$ cat src/rtl/tlik_pkg.sv
// Package for the two-link arm solver: widths, register indexes, sideband struct
// and the CORDIC arctangent table. No dependencies.
package tlik_pkg;

  localparam int COORD_BITS = 10;
  localparam int ANGLE_BITS = 16;
  localparam int LEN_BITS   = 9;
  localparam int CFG_W      = (COORD_BITS > LEN_BITS) ? COORD_BITS : LEN_BITS;

  localparam int CW        = COORD_BITS + 1;          // signed offset from pivot
  localparam int D2_W      = 2 * COORD_BITS + 1;      // dx^2 + dy^2
  localparam int SQ_ROOT_W = (D2_W + 16 + 1) / 2;     // root of d2 in Q.8
  localparam int SQ_IN_W   = 2 * SQ_ROOT_W;
  localparam int SUM_W     = LEN_BITS + 1;
  localparam int C8_W      = SUM_W + 8;               // clamped distance, Q.8
  localparam int NUM_W     = 2 * C8_W + 2;            // signed numerators
  localparam int MAG_W     = NUM_W - 1;
  localparam int DEN_W     = LEN_BITS + C8_W + 9;     // 2*a*c8 << 8
  localparam int Q_W       = 17;                      // cosine magnitude, Q16 up to 1.0
  localparam int CQ_W      = Q_W + 1;
  localparam int XW        = 35;                      // CORDIC datapath
  localparam int CORDIC_STEPS = 28;

  localparam int SQ_LAT  = SQ_ROOT_W;
  localparam int DIV_LAT = Q_W;
  localparam int COR_LAT = CORDIC_STEPS + 1;

  localparam logic [Q_W-1:0] CQ_ONE       = Q_W'(65536);
  localparam logic [31:0]    QUARTER_TURN = 32'h4000_0000;
  localparam logic [31:0]    HALF_TURN    = 32'h8000_0000;

  typedef enum logic [1:0] {
    CFG_BASE_X        = 2'd0,
    CFG_BASE_Y        = 2'd1,
    CFG_FIRST_LENGTH  = 2'd2,
    CFG_SECOND_LENGTH = 2'd3
  } cfg_idx_e;

  // Sideband that travels alongside the arithmetic units
  typedef struct packed {
    logic                  valid;
    logic                  zero;
    logic                  reach;
    logic                  sat;
    logic                  neg1;
    logic                  neg2;
    logic signed [CW-1:0]  dx;
    logic signed [CW-1:0]  dy;
    logic [LEN_BITS-1:0]   a;
    logic [LEN_BITS-1:0]   b;
    logic [SUM_W-1:0]      sum;
    logic signed [CQ_W-1:0] cq1;
    logic signed [CQ_W-1:0] cq2;
  } sb_t;

  // atan(2^-i) in units of 2^-32 turn
  function automatic logic [31:0] atan_tab(input int i);
    logic [31:0] v;
    case (i)
      0:  v = 32'h20000000;  1:  v = 32'h12E4051E;  2:  v = 32'h09FB385B;
      3:  v = 32'h051111D4;  4:  v = 32'h028B0D43;  5:  v = 32'h0145D7E1;
      6:  v = 32'h00A2F61E;  7:  v = 32'h00517C55;  8:  v = 32'h0028BE53;
      9:  v = 32'h00145F2F;  10: v = 32'h000A2F98;  11: v = 32'h000517CC;
      12: v = 32'h00028BE6;  13: v = 32'h000145F3;  14: v = 32'h0000A2FA;
      15: v = 32'h0000517D;  16: v = 32'h000028BE;  17: v = 32'h0000145F;
      18: v = 32'h00000A30;  19: v = 32'h00000518;  20: v = 32'h0000028C;
      21: v = 32'h00000146;  22: v = 32'h000000A3;  23: v = 32'h00000051;
      24: v = 32'h00000029;  25: v = 32'h00000014;  26: v = 32'h0000000A;
      27: v = 32'h00000005;
      default: v = 32'h0;
    endcase
    return v;
  endfunction

endpackage

$ cat src/rtl/tlik_div.sv
// Pipelined restoring divider for the cosine quotient: floor(mag * 2^16 / den),
// one quotient bit per stage, with an overflow flag. Depends on tlik_pkg.
module tlik_div import tlik_pkg::*; (
  input  logic             clk_i,
  input  logic             en_i,
  input  logic [MAG_W-1:0] mag_i,
  input  logic [DEN_W-1:0] den_i,
  output logic [Q_W-1:0]   q_o,
  output logic             ovf_o
);

  logic [DEN_W-1:0] r_q   [Q_W];
  logic [DEN_W-1:0] r_d   [Q_W];
  logic [DEN_W-1:0] den_q [Q_W];
  logic [Q_W-1:0]   q_q   [Q_W];
  logic [Q_W-1:0]   q_d   [Q_W];
  logic             ovf_q [Q_W];
  logic [DEN_W:0]   t     [Q_W];
  logic [MAG_W-1:0] m0;
  logic             q0;

  always_comb begin
    // top quotient bit straight from the magnitude; >= 2*den always saturates
    q0     = (MAG_W + 1)'(mag_i) >= (MAG_W + 1)'(den_i);
    m0     = mag_i - MAG_W'(den_i);
    r_d[0] = q0 ? m0[DEN_W-1:0] : mag_i[DEN_W-1:0];
    q_d[0] = Q_W'(q0);
    t[0]   = '0;
    for (int k = 1; k < Q_W; k++) begin
      t[k] = {r_q[k-1], 1'b0};
      if (t[k] >= {1'b0, den_q[k-1]}) begin
        r_d[k] = DEN_W'(t[k] - {1'b0, den_q[k-1]});
        q_d[k] = {q_q[k-1][Q_W-2:0], 1'b1};
      end else begin
        r_d[k] = t[k][DEN_W-1:0];
        q_d[k] = {q_q[k-1][Q_W-2:0], 1'b0};
      end
    end
  end

  always_ff @(posedge clk_i) begin
    if (en_i) begin
      den_q[0] <= den_i;
      ovf_q[0] <= (MAG_W + 1)'(mag_i) >= (MAG_W + 1)'({den_i, 1'b0});
      for (int k = 0; k < Q_W; k++) begin
        r_q[k] <= r_d[k];
        q_q[k] <= q_d[k];
      end
      for (int k = 1; k < Q_W; k++) begin
        den_q[k] <= den_q[k-1];
        ovf_q[k] <= ovf_q[k-1];
      end
    end
  end

  assign q_o   = q_q[Q_W-1];
  assign ovf_o = ovf_q[Q_W-1];

endmodule

$ cat config.mk
export PLATFORM = sky130hd
export DESIGN_NAME = tlik_div
export DESIGN_NICKNAME = d
export VERILOG_FILES = /design/src/rtl/tlik_pkg.sv /design/src/rtl/tlik_div.sv
export SDC_FILE = /design/constraint.sdc
export NUM_CORES = 2
export LEC_CHECK = 0
export CORE_ASPECT_RATIO = 0.75
export CORE_MARGIN = 2
export CORE_UTILIZATION = 45
export CTS_CLUSTER_SIZE = 16
export DETAILED_ROUTE_END_ITERATION = 12
export DONT_BUFFER_PORTS = 1
export PLACE_DENSITY = 0.61
export SKIP_LAST_GASP = 1
export SLEW_MARGIN = 25
export SYNTH_ARGS = -nofsm -noshare
export SYNTH_HDL_FRONTEND = slang
export SYNTH_SLANG_ARGS = --single-unit
$ cat constraint.sdc
create_clock -name clk_i -period 8.5 [get_ports clk_i]
set_clock_uncertainty 0.2 [all_clocks]
set_input_delay 2.125 -clock clk_i [delete_from_list [all_inputs] [get_ports clk_i]]
set_output_delay 2.125 -clock clk_i [all_outputs]
set_load 0.01 [all_outputs]
==> results.ini <==
[setup_path]
path_delay_family=compound AO/OA/AOI/OAI gates
worst-path-buf-inv=1
start_kind=input port
path_max_fanout=35
end_kind=flip-flop
crit_path_start=den_i[4]
worstPathCellList=inv_1 -> ha_1 -> nand3_1 -> o21bai_1 -> nand3_1 -> a31oi_1 -> o21ai_1 -> a21oi_1 -> a311oi_1 -> a31o_2 -> mux2_2
cp_common_cell=nand3_1
path_class=in2reg
max_stage_delay_ns=0.87
required_ns=8.82
cp.arrival_ns=6.47
r2r_start=r_q[0][113]$_DFFE_PP_
cp_slowest_cell=a31o_2

[placement]
gp_congestion=0.980
dp_hpwl_mm=157
io_buffers=0

[drt]
wirelength_mm=207
first_pass_iters=6
vias_per_cell=5.74
drc_errors=0
drt-initial-drc-count=6341
ant_nets=0
vias=56548
wl_per_cell_um=21.0

[synthesis]
synth-edff-count=1322
syn_area_sq_mm=0.0797
synth_area_leaders=edfxtp_1 (50%), ha_1 (10%), a21oi_1 (4.5%)
syn_avg_cell_area_sq_um=10.8
synth-seq-cells=1322
ys.flop_type=edfxtp_1
synth_area_leader_cell=edfxtp_1
yosys.area.top_type_share=0.498
seq_area_frac_synth=0.498
yosysWarnings=0
synthArstFlopShare=0
netlist_instances=7353
synth.distinct_cells=98
syn_nets=8091

[layout]
final_cell_mix=edfxtp_1 (1322), inv_1 (771), a21oi_1 (715)
synthToLayoutAreaGrowth_pct=9.43
mostFrequentLayoutCell=edfxtp_1
n_fill_cell=15783
final_nets=8100
drive_gt1_frac=0.0699

[power]
power.share.combinational=0.493
p_switching_w=0.0136
power.share.clock=0.188
power.density_mw_per_mm2=389
total_power_w=0.0339
intPower_w=0.0203
p_seq_frac=0.319
leakagePower_nw=35.9
irDropWorstVdd_uv=180
sw_frac_of_total=0.400

[timing]
final.setup.tns_ns=0
drv_slew=0
post-route-period-util=0.724
finalSetupViolations=0
hold_slack_ns=0.216
worst_pin_slew_ns=1.12
rsz0062_at_grt=false
clock.fmax_mhz=163
slew_headroom=0.249
period_minus_slack_ns=6.15
hold_viol=0

[cts]
post_cts_resized=0
cts_setup_buffers=0
clock_latency_ns=0.79
clkTransAtPathRegs_ns=0.06
tritoncts=done
root_buffer=clkbuf_16
clockBufferDepth=3
htree_levels=4
numCtsBuffers=145
ctsHoldBuffers=0
cts.sinks=1322

[grt]
grt_pass1_vias=51442
grt_max_degree=213
grt_antenna_before_repair=5
grtUsageMet2=0.246
grt_util_met3=0.0946
gr-max-usage-layer=met1
grt_first_pass_wirelength_mm=316
use_met1=0.389
overflow=0
grt_use_total=0.226

[floorplanning]
ios=93
die_x_um=490
initial_core_util=0.454
dieArea_sq_mm=0.180
core_area_sq_mm=0.176
die_y_um=368
rows=133

[worst_hold_path]
hold_path.startpoint=q_q[0][197]$_DFFE_PP_
min_path_type=reg2reg

[job]
cap_viol_max_count=0

[outcome]
outcome=finished, final reports clean

-- final timing paths --
path,endpoint,slack [ns],depth (start not counted)
setup reg to reg,r_q[0][179]$_DFFE_PP_,3.22,12
setup / recovery,r_q[0][20]$_DFFE_PP_,2.35,11
hold reg to reg,q_q[0][215]$_DFFE_PP_,0.22,0
hold / removal,q_q[0][215]$_DFFE_PP_,0.22,0
-- synth_stat cells, types with 33 or more instances --
library cell	count
o21ai_0	381
mux2_2	188
inv_1	772
a31oi_1	70
nor3_1	79
nand2_1	399
a21oi_1	715
o21a_1	78
nand4_1	93
ha_1	647
nor2_1	516
buf_2	49
and2_1	33
o211ai_1	37
o31ai_1	47
o21bai_1	89
clkbuf_1	107
xnor2_1	294
edfxtp_1	1322
nor2b_1	96
nand3_1	149
a21o_1	333
mux2_1	34
nand2b_1	77
a211oi_1	38
xor2_1	188
and3_1	67
-- kinds of logic after synthesis --
| logic type | after synthesis | share of synthesized area |
|---|---|---|
| flops | 1322 | 0.498 |
| fa+ha+maj | 663 | 0.106 |
| xor+xnor | 482 | 0.0530 |
| simple gates | 1638 | 0.0982 |
| buf+inv | 947 | 0.0463 |
| compound gates | 2064 | 0.165 |
| mux | 237 | 0.0335 |
-- power by group through the flow --
| stage | sequential [W] | combinational [W] | clock [W] |
|---|---|---|---|
| 6_report | 0.0108 | 0.0167 | 0.00638 |
| 2_1_floorplan | 0.0105 | 0.0122 | 0 |
| 4_1_cts | 0.0108 | 0.0162 | 0.00658 |
| 5_1_grt | 0.0110 | 0.0183 | 0.00684 |
| 3_3_place_gp | 0.0109 | 0.0158 | 0 |
| 3_5_place_dp | 0.0109 | 0.0161 | 0 |
-- layer usage --
| layer | vias to the layer above | share of wire |
|---|---|---|
| li1 | 27040 | - |
| met1 | 27378 | 0.54 |
| met2 | 1963 | 0.32 |
| met3 | 163 | 0.12 |
| met4 | 4 | 0.010 |
| met5 | - | 0.0013 |
-- per-stage QoR --
step	std cells	utilization	setup WS [ns]	instance area (sq um)
after detailed placement	9576	0.469	1.76	82400
after CTS	9840	0.496	2.58	87100
after global placement	9572	0.469	1.77	82300
after floorplan	7353	-	3.34	79700
after global routing	9841	0.496	2.17	87200
final	9844	0.497	2.35	87200
-- final cells by class --
class	count	area (sq um)	area share
timing repair buffer	35	503	0.00577
tap	2362	2960	0.0339
sequential	1322	39700	0.455
clock inverter	85	911	0.0104
antenna	3	7.51	0.0000861
clock buffer	179	3800	0.0436
multi-input combinational	5084	36400	0.417
inverter	774	2910	0.0334
-- registers in the layout, summed over array words and instances, names as in the netlist --
| signal | cells |
|---|---|
| den_q | 576 |
| ovf_q | 17 |
| q_q | 153 |
| r_q | 576 |
(Power assumes the default switching activity.)
