==> config.mk <==
export PLATFORM = sky130hd
export DESIGN_NAME = tlik_sqrt
export DESIGN_NICKNAME = d
export VERILOG_FILES = /design/src/rtl/tlik_pkg.sv /design/src/rtl/tlik_sqrt.sv
export SDC_FILE = /design/constraint.sdc
export NUM_CORES = 1
export LEC_CHECK = 0
export BUFFER_PORTS_ARGS = -buffer_cell sky130_fd_sc_hd__clkbuf_2
export CORE_MARGIN = 5
export CORE_UTILIZATION = 55
export CTS_CLUSTER_DIAMETER = 100
export CTS_CLUSTER_SIZE = 28
export DETAILED_ROUTE_END_ITERATION = 16
export HOLD_SLACK_MARGIN = 0.03
export PLACE_DENSITY = 0.76
export SETUP_SLACK_MARGIN = 0.4
export SLEW_MARGIN = 20
export SYNTH_ARGS = -nofsm -noshare
export SYNTH_HDL_FRONTEND = slang
export SYNTH_SLANG_ARGS = --single-unit
==> constraint.sdc <==
create_clock -name clk_i -period 3.25 [get_ports clk_i]
set_input_delay 0.325 -clock clk_i [delete_from_list [all_inputs] [get_ports clk_i]]
set_output_delay 0.325 -clock clk_i [all_outputs]
set_load 0.01 [all_outputs]
==> src/rtl/tlik_pkg.sv <==
// Package for the two-link arm solver: widths, register indexes, sideband struct
// and the CORDIC arctangent table. No dependencies.
package tlik_pkg;

  localparam int COORD_BITS = 10;
  localparam int ANGLE_BITS = 16;
  localparam int LEN_BITS   = 9;
  localparam int CFG_W      = (COORD_BITS > LEN_BITS) ? COORD_BITS : LEN_BITS;

  localparam int CW        = COORD_BITS + 1;          // signed offset from pivot
  localparam int D2_W      = 2 * COORD_BITS + 1;      // dx^2 + dy^2
  localparam int SQ_ROOT_W = (D2_W + 16 + 1) / 2;     // root of d2 in Q.8
  localparam int SQ_IN_W   = 2 * SQ_ROOT_W;
  localparam int SUM_W     = LEN_BITS + 1;
  localparam int C8_W      = SUM_W + 8;               // clamped distance, Q.8
  localparam int NUM_W     = 2 * C8_W + 2;            // signed numerators
  localparam int MAG_W     = NUM_W - 1;
  localparam int DEN_W     = LEN_BITS + C8_W + 9;     // 2*a*c8 << 8
  localparam int Q_W       = 17;                      // cosine magnitude, Q16 up to 1.0
  localparam int CQ_W      = Q_W + 1;
  localparam int XW        = 35;                      // CORDIC datapath
  localparam int CORDIC_STEPS = 28;

  localparam int SQ_LAT  = SQ_ROOT_W;
  localparam int DIV_LAT = Q_W;
  localparam int COR_LAT = CORDIC_STEPS + 1;

  localparam logic [Q_W-1:0] CQ_ONE       = Q_W'(65536);
  localparam logic [31:0]    QUARTER_TURN = 32'h4000_0000;
  localparam logic [31:0]    HALF_TURN    = 32'h8000_0000;

  typedef enum logic [1:0] {
    CFG_BASE_X        = 2'd0,
    CFG_BASE_Y        = 2'd1,
    CFG_FIRST_LENGTH  = 2'd2,
    CFG_SECOND_LENGTH = 2'd3
  } cfg_idx_e;

  // Sideband that travels alongside the arithmetic units
  typedef struct packed {
    logic                  valid;
    logic                  zero;
    logic                  reach;
    logic                  sat;
    logic                  neg1;
    logic                  neg2;
    logic signed [CW-1:0]  dx;
    logic signed [CW-1:0]  dy;
    logic [LEN_BITS-1:0]   a;
    logic [LEN_BITS-1:0]   b;
    logic [SUM_W-1:0]      sum;
    logic signed [CQ_W-1:0] cq1;
    logic signed [CQ_W-1:0] cq2;
  } sb_t;

  // atan(2^-i) in units of 2^-32 turn
  function automatic logic [31:0] atan_tab(input int i);
    logic [31:0] v;
    case (i)
      0:  v = 32'h20000000;  1:  v = 32'h12E4051E;  2:  v = 32'h09FB385B;
      3:  v = 32'h051111D4;  4:  v = 32'h028B0D43;  5:  v = 32'h0145D7E1;
      6:  v = 32'h00A2F61E;  7:  v = 32'h00517C55;  8:  v = 32'h0028BE53;
      9:  v = 32'h00145F2F;  10: v = 32'h000A2F98;  11: v = 32'h000517CC;
      12: v = 32'h00028BE6;  13: v = 32'h000145F3;  14: v = 32'h0000A2FA;
      15: v = 32'h0000517D;  16: v = 32'h000028BE;  17: v = 32'h0000145F;
      18: v = 32'h00000A30;  19: v = 32'h00000518;  20: v = 32'h0000028C;
      21: v = 32'h00000146;  22: v = 32'h000000A3;  23: v = 32'h00000051;
      24: v = 32'h00000029;  25: v = 32'h00000014;  26: v = 32'h0000000A;
      27: v = 32'h00000005;
      default: v = 32'h0;
    endcase
    return v;
  endfunction

endpackage

==> src/rtl/tlik_sqrt.sv <==
// Pipelined integer square root, one result bit per stage.
// Depends on tlik_pkg.
module tlik_sqrt import tlik_pkg::*; (
  input  logic                 clk_i,
  input  logic                 en_i,
  input  logic [SQ_IN_W-1:0]   rad_i,
  output logic [SQ_ROOT_W-1:0] root_o
);

  localparam int RW = SQ_ROOT_W + 2;
  localparam int TW = SQ_ROOT_W + 4;

  logic [SQ_IN_W-1:0]   rad_q  [SQ_ROOT_W];
  logic [SQ_IN_W-1:0]   rad_d  [SQ_ROOT_W];
  logic [SQ_IN_W-1:0]   rad_p  [SQ_ROOT_W];
  logic [RW-1:0]        rem_q  [SQ_ROOT_W];
  logic [RW-1:0]        rem_d  [SQ_ROOT_W];
  logic [RW-1:0]        rem_p  [SQ_ROOT_W];
  logic [SQ_ROOT_W-1:0] root_q [SQ_ROOT_W];
  logic [SQ_ROOT_W-1:0] root_d [SQ_ROOT_W];
  logic [SQ_ROOT_W-1:0] root_p [SQ_ROOT_W];
  logic [TW-1:0]        trial  [SQ_ROOT_W];
  logic [TW-1:0]        cand   [SQ_ROOT_W];
  logic [TW-1:0]        diff   [SQ_ROOT_W];

  always_comb begin
    rad_p[0]  = rad_i;
    rem_p[0]  = '0;
    root_p[0] = '0;
    for (int k = 1; k < SQ_ROOT_W; k++) begin
      rad_p[k]  = rad_q[k-1];
      rem_p[k]  = rem_q[k-1];
      root_p[k] = root_q[k-1];
    end
    for (int k = 0; k < SQ_ROOT_W; k++) begin
      trial[k] = {rem_p[k], rad_p[k][SQ_IN_W-1 -: 2]};
      cand[k]  = TW'({root_p[k], 2'b01});
      diff[k]  = trial[k] - cand[k];
      rad_d[k] = rad_p[k] << 2;
      if (trial[k] >= cand[k]) begin
        rem_d[k]  = diff[k][RW-1:0];
        root_d[k] = {root_p[k][SQ_ROOT_W-2:0], 1'b1};
      end else begin
        rem_d[k]  = trial[k][RW-1:0];
        root_d[k] = {root_p[k][SQ_ROOT_W-2:0], 1'b0};
      end
    end
  end

  always_ff @(posedge clk_i) begin
    if (en_i) begin
      for (int k = 0; k < SQ_ROOT_W; k++) begin
        rad_q[k]  <= rad_d[k];
        rem_q[k]  <= rem_d[k];
        root_q[k] <= root_d[k];
      end
    end
  end

  assign root_o = root_q[SQ_ROOT_W-1];

endmodule

==> run metrics <==
Syn Nets 3378; Routed wire per std cell 17.3 um; vias in the first global route 23.4k; Rel. slew slack 0.529; Final Max Tran Viols 0; Post-synth EDFFs 884; Combinational Power Share 0.191; R2R depth 10; VDD IR max 520 uV; post-route design area 45200 um^2; share of cells above drive strength 1 0.0966; kind of critical path flip-flop to flip-flop; Vias 24.4k; initial antenna violation count 0; area delta synth->final 9.87%; CP most frequent cell or3_4; I/O pin total 59; gr ovfl total 0; Worst path max stage delay 0.41 ns; CTS tree built; synth warn 0; CTS buffer count 38; CTS root buf clkbuf_16; highest-delay cell along the critical path edfxtp_1; Core ar. 74300 um^2; Worst-Skew Late Latency 0.62 ns; net switching power 6.79 mW; post-route setup TNS 0 ns; Post-synth ARST share 0; Peak Freq 355 MHz; Die H 283 um; sequential power share 0.585; crit path DAT 3.18 ns; worst-path cell chain ha_2 > or3_4 > or3_4 > nor4_4 > buf_4 > o31ai_4 > buf_6 > a221oi_4 > bufinv_8 > mux2_2; RSZ-0062 raised after global routing yes; commonest cells after routing, fill and taps aside edfxtp_1, inv_1, nor2_1; Final Critical Period 2.82 ns; die area 80300 um^2; total wire length 73.9 mm; Worst Path Required 3.61 ns; TritonRoute pass-1 iters 5; CP endpoint rem_q[14][13]; R2R Setup Slk 0.43 ns; # rows 100; starting DRC count in detailed routing 2118; register area share after synthesis 0.645; synthesized area per cell 13.1 um^2; Cells after Synth 3128; Port Buffers 58; global placement routability congestion 0.902; Via density 5.69; DRC viols 0; r2r endpoint rem_q[14][13]; clock skew after layout 0.0301 ns; Pint 18.7 mW; Critical Path Fanout Max 7; largest net degree at the start of global routing 110; Max Root-Sink Buffers 3; share of the clock period used by the worst path 0.867; status completed; most common cell after layout, fill and taps aside edfxtp_1; Tot GR Track Use 0.179; FF+latch count, synth 884; Detailed Place HPWL 52.1 mm; synth unique cells 83; final setup vio count 0; proportion of power drawn by the clock network 0.224; die width 283 um; Ant. Diodes 0; clock sinks 884; worst-margin pin slew 0.700 ns; area of the mapped netlist 41100 um^2; Nets 3553; net switching fraction of the power 0.267; DRT antenna net count 0; final hold violations 0; Critical path origin rem_q[13][13]; Fillers 5680; Worst setup EP type flip-flop; Min-Delay Path Class primary input to flip-flop; Max-Cap Viols 0; Initial Utilization 0.553; Pleak 17.1 nW; CTS clock-pin slew for the worst setup and hold paths 0.10 ns; htree depth 2; Startpoint Class flip-flop; FF-to-FF Start rem_q[13][13]; Pwr Density 564 nW/um^2; ys flop type edfxtp_1; global-route wire length before repair 120 mm; post-place instance area 43100 um^2
## power by group through the flow
stage | logic (mW) | registers [mW] | clock network, mW
3_3_place_gp | 4.47 | 15.1 | 0
5_1_grt | 5.42 | 15.0 | 6.33
6_report | 4.87 | 14.9 | 5.71
4_1_cts | 4.69 | 14.9 | 5.92
3_5_place_dp | 4.57 | 15.1 | 0
2_1_floorplan | 3.41 | 14.8 | 0
## metal layers
metal / track usage / part of all wire / up-vias
met5: 0 / 0 / -
met3: 0.0314 / 0.058 / 82
li1: - / - / 11900
met2: 0.295 / 0.47 / 629
met4: 0.0359 / 0.016 / 0
met1: 0.254 / 0.45 / 11700
## synth_stat cells, types with 10 or more instances
cell type	instances	share of area
xor2_1	135	0.029
a21o_1	50	0.0091
nor4_1	48	0.0073
mux2_2	37	0.010
o31ai_1	16	0.0029
xnor2_1	141	0.030
buf_2	17	0.0021
nor2b_1	28	0.0043
inv_1	251	0.023
o21ai_0	118	0.014
and3_1	16	0.0024
nand2_1	181	0.017
nand4_1	32	0.0049
or3_1	29	0.0044
or2_2	16	0.0024
a31oi_1	17	0.0026
or4_1	14	0.0026
nand3_1	54	0.0066
and2_1	10	0.0015
nor2_1	220	0.020
nor3_1	89	0.011
ha_1	210	0.064
o21bai_1	11	0.0020
clkbuf_1	28	0.0026
o21a_1	41	0.0075
edfxtp_1	884	0.65
o211ai_1	25	0.0046
nand2b_1	39	0.0059
a211oi_1	22	0.0040
a21oi_1	206	0.025
## through the flow
stage	utilization	setup slack, ns	hold WS (ns)	std cells	total power [mW]
6_report	0.608	0.433	0.194	4282	25.5
5_1_grt	0.608	0.347	0.165	4282	26.8
4_1_cts	0.603	0.397	0.145	4265	25.5
3_5_place_dp	0.579	0.0430	0.405	4162	19.7
3_3_place_gp	0.579	0.0825	0.401	4162	19.6
2_1_floorplan	-	0.512	0.400	3128	18.2
## cells by family after synthesis
kind of cell               Yosys count  share of synthesized area
adders and majority gates          210                     0.0639
other                                1                  0.0000912
and+or+nand+nor                    819                     0.0996
DFF                                884                      0.645
buffers and inverters              304                     0.0288
xor gates and xnor gates           276                     0.0588
AOI/OAI and AO/OA                  591                     0.0918
muxes                               43                     0.0116
## worst max-delay path, delay by kind of cell, from the launching register on
kind / cells / cell delay, ns
muxes: 1 / 0.26
adders and majority gates: 1 / 0.21
AOI/OAI and AO/OA: 2 / 0.31
and+or+nand+nor: 3 / 0.83
buffers and inverters: 3 / 0.56
DFF: 1 / 0.41
## area by class of cell
class | instances | area (um^2) | share of cell area
clock buffer | 43 | 991 | 0.0219
timing repair inverter | 2 | 12.5 | 0.000277
inverter | 252 | 960 | 0.0212
tap | 969 | 1210 | 0.0268
sequential | 884 | 26500 | 0.587
clock inverter | 7 | 130 | 0.00288
multi-input combinational | 1940 | 13800 | 0.304
timing repair buffer | 185 | 1580 | 0.0350
## worst min path at each step
| stage | start | endpoint | slack (ns) | cells past startpoint |
|---|---|---|---|---|
| final | en_i | rad_q[0][22] | 0.19 | 1 |
| after global placement | rad_q[1][12] | rad_q[2][14] | 0.40 | 0 |
| after global routing | en_i | rad_q[1][8] | 0.17 | 1 |
| after CTS | en_i | rad_q[0][5] | 0.14 | 1 |
| after detailed placement | rad_q[9][27] | rad_q[10][29] | 0.40 | 0 |
| after floorplan | rad_q[9][18] | rad_q[10][20] | 0.40 | 0 |
## registers in the layout, summed over array words and instances (netlist names)
register / cells
rem_q: 352
root_q: 190
rad_q: 342
## what timing repair did
action                                  in CTS  in global routing
buffers inserted                            12                 16
cloned                                       2                  1
resized for setup                           19                 50
endpoints found under the setup margin      45                149
hold buffers                                39                  0
endpoints found under the hold margin       39                  0
pin swaps                                    7                 12
No activity file was read; power rests on OpenSTA's default activity.
